[src/sv/qvr_pkg.sv]
// qvr_pkg: shared widths and the pipeline enable struct of the quaternion rotator.
// Used by qvr_coef, qvr_mac and quaternion_vector_rotate; depends on nothing.
package qvr_pkg;

    // quaternion parts are Q1.x in a fixed 16-bit word
    localparam int QUAT_W = 16;
    // product of two quaternion parts
    localparam int PROD_W = 2 * QUAT_W;
    // matrix term: sum or difference of two products, one guard bit
    localparam int COEF_W = PROD_W + 1;
    // matrix terms per row and rows
    localparam int AXES   = 3;

    // load enables, one per register stage
    typedef struct packed {
        logic s1;   // quaternion products
        logic s2;   // matrix terms
        logic s3;   // term times vector
        logic s4;   // row sum plus rounding offset
        logic s5;   // shift, add base, saturate
    } t_pipe_en;

endpackage

[src/sv/qvr_mac.sv]
// qvr_mac: stages 3 to 5 for one output axis: three products, rounded sum, saturation.
// Depends on qvr_pkg. Result = base + floor((sum + 2^(R-1)) / 2^R), R = 2*FRAC_BITS-1.
module qvr_mac #(
    parameter int VEC_WIDTH = 16,
    parameter int FRAC_BITS = 14
) (
    input  logic                                   i_clk,
    input  qvr_pkg::t_pipe_en                      i_en,
    input  logic signed [qvr_pkg::COEF_W-1:0]      i_coef [qvr_pkg::AXES],
    input  logic signed [VEC_WIDTH-1:0]            i_vec  [qvr_pkg::AXES],
    input  logic signed [VEC_WIDTH-1:0]            i_base,
    output logic signed [VEC_WIDTH-1:0]            o_rot,
    output logic                                   o_sat
);

    localparam int RSH   = 2 * FRAC_BITS - 1;
    localparam int PW    = qvr_pkg::COEF_W + VEC_WIDTH;
    // room for three products, and for the rounding offset at any shift
    localparam int ACC_W = (PW + 2 > RSH + 1) ? PW + 2 : RSH + 2;
    localparam int TW    = ACC_W + 1;
    localparam logic signed [ACC_W-1:0] HALF = ACC_W'(1) <<< (RSH - 1);

    logic signed [PW-1:0]        r_p [qvr_pkg::AXES];
    logic signed [VEC_WIDTH-1:0] r_base3, r_base4;
    logic signed [ACC_W-1:0]     r_sum;
    logic signed [VEC_WIDTH-1:0] r_rot;
    logic                        r_sat;
    logic signed [TW-1:0]        n_total;
    logic                        n_ovf;

    // stage 3: term times vector component
    always_ff @(posedge i_clk) begin
        if (i_en.s3) begin
            for (int n = 0; n < qvr_pkg::AXES; n++) begin
                r_p[n] <= PW'(i_coef[n]) * PW'(i_vec[n]);
            end
            r_base3 <= i_base;
        end
    end

    // stage 4: exact row sum with the half-LSB offset
    always_ff @(posedge i_clk) begin
        if (i_en.s4) begin
            r_sum   <= ACC_W'(r_p[0]) + ACC_W'(r_p[1]) + ACC_W'(r_p[2]) + HALF;
            r_base4 <= r_base3;
        end
    end

    // floor shift, add the diagonal identity term, check the range
    always_comb begin
        n_total = TW'(r_sum >>> RSH) + TW'(r_base4);
        n_ovf   = !((&n_total[TW-1:VEC_WIDTH-1]) || !(|n_total[TW-1:VEC_WIDTH-1]));
    end

    // stage 5: saturated result
    always_ff @(posedge i_clk) begin
        if (i_en.s5) begin
            r_sat <= n_ovf;
            if (n_ovf) begin
                r_rot <= {n_total[TW-1], {(VEC_WIDTH-1){~n_total[TW-1]}}};
            end else begin
                r_rot <= n_total[VEC_WIDTH-1:0];
            end
        end
    end

    assign o_rot = r_rot;
    assign o_sat = r_sat;

endmodule

[config.mk]
export PLATFORM = sky130hd
export DESIGN_NAME = qvr_mac
export DESIGN_NICKNAME = d
export VERILOG_FILES = /design/src/sv/qvr_pkg.sv /design/src/sv/qvr_mac.sv
export SDC_FILE = /design/constraint.sdc
export NUM_CORES = 2
export LEC_CHECK = 0
export BUFFER_PORTS_ARGS = -buffer_cell sky130_fd_sc_hd__buf_2
export CORE_ASPECT_RATIO = 0.6
export CORE_UTILIZATION = 57
export CTS_BUF_LIST = sky130_fd_sc_hd__clkbuf_4 sky130_fd_sc_hd__clkbuf_8
export DETAILED_ROUTE_END_ITERATION = 6
export PLACE_DENSITY = 0.74
export SYNTH_ARGS = -nofsm -noshare
export SYNTH_HDL_FRONTEND = slang
export SYNTH_SLANG_ARGS = --single-unit
[constraint.sdc]
create_clock -name i_clk -period 10.1 [get_ports i_clk]
set_input_delay 0 -clock i_clk [delete_from_list [all_inputs] [get_ports i_clk]]
set_output_delay 0 -clock i_clk [all_outputs]
set_load 0.02 [all_outputs]
# Yosys cells after proc, flatten, opt, wreduce, memory -nomap -nowiden

Memory sizes are Yosys's and may differ from the RTL's.
Index checks and enable logic that the tools add are counted.

Memories kept: 1
Word-level logic and storage cells: 22
Register bits: 100
Memory bits (writable): 147
Input port bits: 169

Reduce and logical (&&, ||, !) cells: 5
Mux-type cells: 3
Bitwise logic cells: 1
Multiply operators: 3
$add $sub $neg: 4

Memory list:

| name | depth | width | read ports | clocked after Yosys merged registers in | write ports | line          | text |
|---|---|---|---|---|---|---|---|
| r_p  | 3     | 49    | 3          | 0                                       | 3           | qvr_mac.sv:23 | `logic signed [PW-1:0] r_p [qvr_pkg::AXES];` |

Operators with widths:

| kind                   | count |
|---|---|
| $mul 33x16->49         | 3 |
| $add 50x49->51         | 1 |
| $add 51x28->51 const B | 1 |
| $add 49x49->50         | 1 |
| $reduce_and 37->1      | 1 |
| $reduce_or 37->1       | 1 |
| $add 24x16->25         | 1 |
| $mux 16                | 1 |
| $logic_not 1->1        | 2 |
| $mux 1                 | 2 |
| $logic_or 1x1->1       | 1 |
| $not 1->1              | 1 |

# Depth between registers and ports, before layout

Depth in word-level cells: 5
Gate-level depth with buffers: 27
Mapped depth without buffers: 25

# Least setup slack after synthesis

Ideal clock, no wire load.

Path type: input to register
Start point: in i_vec[31] (netlist bit)
End point: mem r_p[0][95] (netlist bit), data pin
Library setup time: 258 ps
Data arrival time: 5,842 ps
Data required time: 9,842 ps
Stages: 23
Path slack: 4,000 ps
Buffers on the path: 2
Cell sequence: inv_1 > clkbuf_1 > clkbuf_1 > nor2_1 > fa_1 > fa_1 > fa_1 > fa_1 > fa_1 > inv_1 > fa_1 > inv_1 > ha_1 > nand3_1 > nor2_1 > a211oi_1 > o21ai_0 > o21bai_1 > o41a_1 > a311o_1 > a221o_1 > a31oi_1 > xnor2_1

RTL lines:

| item        | line          | text |
|---|---|---|
| from (decl) | qvr_mac.sv:10 | `input logic signed [VEC_WIDTH-1:0] i_vec [qvr_pkg::AXES],` |
| to (decl)   | qvr_mac.sv:23 |  |

==> impl_metrics.csv <==
group,metric,value,unit
status,outcome,"finished, final reports clean",
setup_path,cp_max_fo,16,
setup_path,rr_startpoint,"r_p[0][74]",
synthesis,syn_nets,9193,
sta,tightestPinTransition,1190,ps
hold_path,hp-class,"primary input to flip-flop",
setup_path,path_delay_family,"adder cells",
die,dieArea,118000,um2
die,start_util,0.577,
sta,layout_setup_ws,2900,ps
die,core.rowCount,96,
synthesis,yosysTopAreaCell,"fa_1",
routing,drt-total-wl,175000,um
sta,fmax,139,MHz
placed_design,hpwl,140000,um
layout,final_nets,9177,
synthesis,syn_avg_cell_area,9.44,um2
grt,grt_max_degree,86,
synthesis,synth-edff-count,220,
setup_path,worst-path-buf-inv,5,
setup_path,cp-end-kind,"flip-flop",
placed_design,place_ws,2460,ps
layout,stdcell_count,8549,
routing,dr.pass1.iters,6,
grt,antenna_found_initial,13,
die,die_x,442,um
layout,area_delta_synth_final,4.32,%
sta,hold_violations,0,
sta,setup_tns,0,ps
clock_tree,clk_latency,600,ps
sta,grt_setup_unrepaired,"false",
placed_design,gp_congestion,0.940,
clock_tree,cts_tree,"done",
synthesis,syn_inst,7007,
sta,slew_headroom,0.199,
flow_run,maxCapViolations,0,
synthesis,synth_cell_types,82,
setup_path,crit_top_cell,"fa_1",
synthesis,synthTopCellsByArea,"fa_1, edfxtp_1, inv_1, ha_1, and2_1",
routing,drc_errors,0,
setup_path,reg2regPathDepth,12,
grt,grt_pass1_wl,281000,um
setup_path,crit_start,"i_vec[31]",
setup_path,worstPathCellList,"buf_2 > inv_1 > buf_4 > nor2_1 > fa_1 > fa_1 > fa_1 > fa_1 > fa_1 > inv_1 > fa_1 > inv_1 > ha_1 > nand3_1 > or2_2 > or4_1 > o21bai_1 > a21o_1 > o221ai_1 > o21ai_0 > a2111o_1 > nand3_1",
routing,final_antenna_net_count,0,
clock_tree,cts_resized,0,
die,die_h,266,um
clock_tree,cts_inserted_buffers,35,
synthesis,ys_seq_area_frac,0.0998,
placed_design,io_buffers,183,
routing,num_vias,47600,
setup_path,cp.arrival,7480,ps
setup_path,worstSetupStartpointType,"primary input",
sta,fin_crit_sh,0.713,
die,pin_count,186,
clock_tree,clock-sinks,220,
routing,avgRoutedWirePerCell,20.4,um
setup_path,critPathRequiredTime,10380,ps
routing,drt_iter0_drc,4172,
synthesis,yosys_warnings,0,
setup_path,reg2reg_slack,5210,ps
setup_path,cp.depth,22,
sta,slew_violations,0,
sta,clock-skew-final,53.2,ps
synthesis,ys.flop_type,"edfxtp_1",
synthesis,synth-seq-cells,220,
clock_tree,root_buffer,"clkbuf_8",
setup_path,cpPeakStageDelay,560,ps
grt,grt_pass1_vias,50500,
routing,vias_per_cell,5.57,
synthesis,synth_top_area_frac,0.469,
sta,min_period,7200,ps
setup_path,cpMaxStageDelayCell,"o21ai_0",
layout,drive_above_1_share,0.0409,
synthesis,netlist_area,66200,um2
placed_design,placedCellCount,8455,
layout,fillCellCount,9463,
layout,post-route-util,0.602,
clock_tree,clkTransAtPathRegs,70,ps
setup_path,crit_end,"r_p[0][93]",
clock_tree,ctsHtreeMaxLevel,2,
die,design.core.area,115000,um2
sta,setup_viol,0,
grt,groute.usage.overall,0.308,
setup_path,crit_type,"primary input to flip-flop",
clock_tree,cts.path.max_buffers,3,
grt,gr-total-overflow,0,
synthesis,ys_async_sr_fraction,0,
setup_path,r2r_end,"r_sum[50]",
[timing repair]
action	in CTS	in global routing
setup buffers	0	0
hold buffers	17	1
hold endpoints to repair	33	5
endpoints found under the setup margin	0	0
[layout by cell type, fill, tap and decap left out, types with 18 or more instances in the layout]
cell type,n
a21oi_1,195
ha_1,468
xor2_1,57
nand2_1,951
nor2b_1,24
xnor2_1,126
o21ai_0,89
a31oi_1,20
a21o_1,85
nor2_1,180
and2_1,632
buf_2,182
clkbuf_8,35
and3_1,24
edfxtp_1,220
nand2b_1,40
nor3_1,35
fa_1,1549
dlygate4sd3_1,18
inv_1,1726
o21bai_1,31
o211ai_1,19
nand3_1,47
o21a_1,36
[layout make-up]
cell class / count / area, um2 / share of cell area
Antenna cell: 13 / 32.5 / 0.000471
Clock buffer: 40 / 519 / 0.00752
Clock inverter: 23 / 241 / 0.00350
Inverter: 1727 / 6480 / 0.0939
Multi-Input combinational cell: 4801 / 52100 / 0.755
Sequential cell: 220 / 6610 / 0.0957
Tap cell: 1519 / 1900 / 0.0275
Timing Repair Buffer: 206 / 1140 / 0.0165
[how the worst min path moves through the flow]
stage | start | end | slack [ps] | cells past startpoint
floorplan | i_base[0] | r_base3[0] | 100 | 0
global placement | i_base[3] | r_base3[3] | 180 | 1
detailed placement | i_base[10] | r_base3[10] | 180 | 1
CTS | i_coef[33] | r_p[0][49] | 2 | 2
global route | i_coef[33] | r_p[0][49] | 10 | 2
finish | i_coef[33] | r_p[0][49] | 50 | 2
[metrics by stage]
stage	hold slack (ps)	area (um2)
after floorplan	98.9	66200
after global placement	179	68100
after detailed placement	179	68100
after CTS	2.31	69000
after global routing	11.7	69000
final	50.0	69000
[sequential cells by signal, indices dropped and copies added, names as in the netlist]
signal	cells
o_rot	16
o_sat	1
r_base3	16
r_base4	16
r_p	147
r_sum	24
[cells in the mapped netlist (20+ instances only)]
master / number
a21oi_1: 195
and3_1: 24
a31oi_1: 20
and2_1: 632
xnor2_1: 126
nor2b_1: 24
ha_1: 468
o21a_1: 36
o21bai_1: 31
xor2_1: 57
nor2_1: 180
o21ai_0: 89
fa_1: 1549
clkbuf_1: 257
edfxtp_1: 220
inv_1: 1726
a21o_1: 85
nand3_1: 47
nand2b_1: 40
nand2_1: 951
nor3_1: 35
[cells by family after synthesis]
family | Yosys count | synth area share
simple gates | 1991 | 0.145
buf+inv | 1986 | 0.113
xor+xnor | 184 | 0.0245
flops | 220 | 0.0998
mux | 3 | 0.000454
compound gates | 606 | 0.0607
fa+ha+maj | 2017 | 0.557
[layer usage]
layer | share of wire | global-route usage
met3 | 0.13 | 0.0963
met5 | 0.0011 | 0.0114
met2 | 0.41 | 0.434
met1 | 0.44 | 0.470
met4 | 0.014 | 0.0509
Power is left out: the tool's default activity adds up to more than one toggle a clock period on the data nets, which glitch-free logic cannot reach.
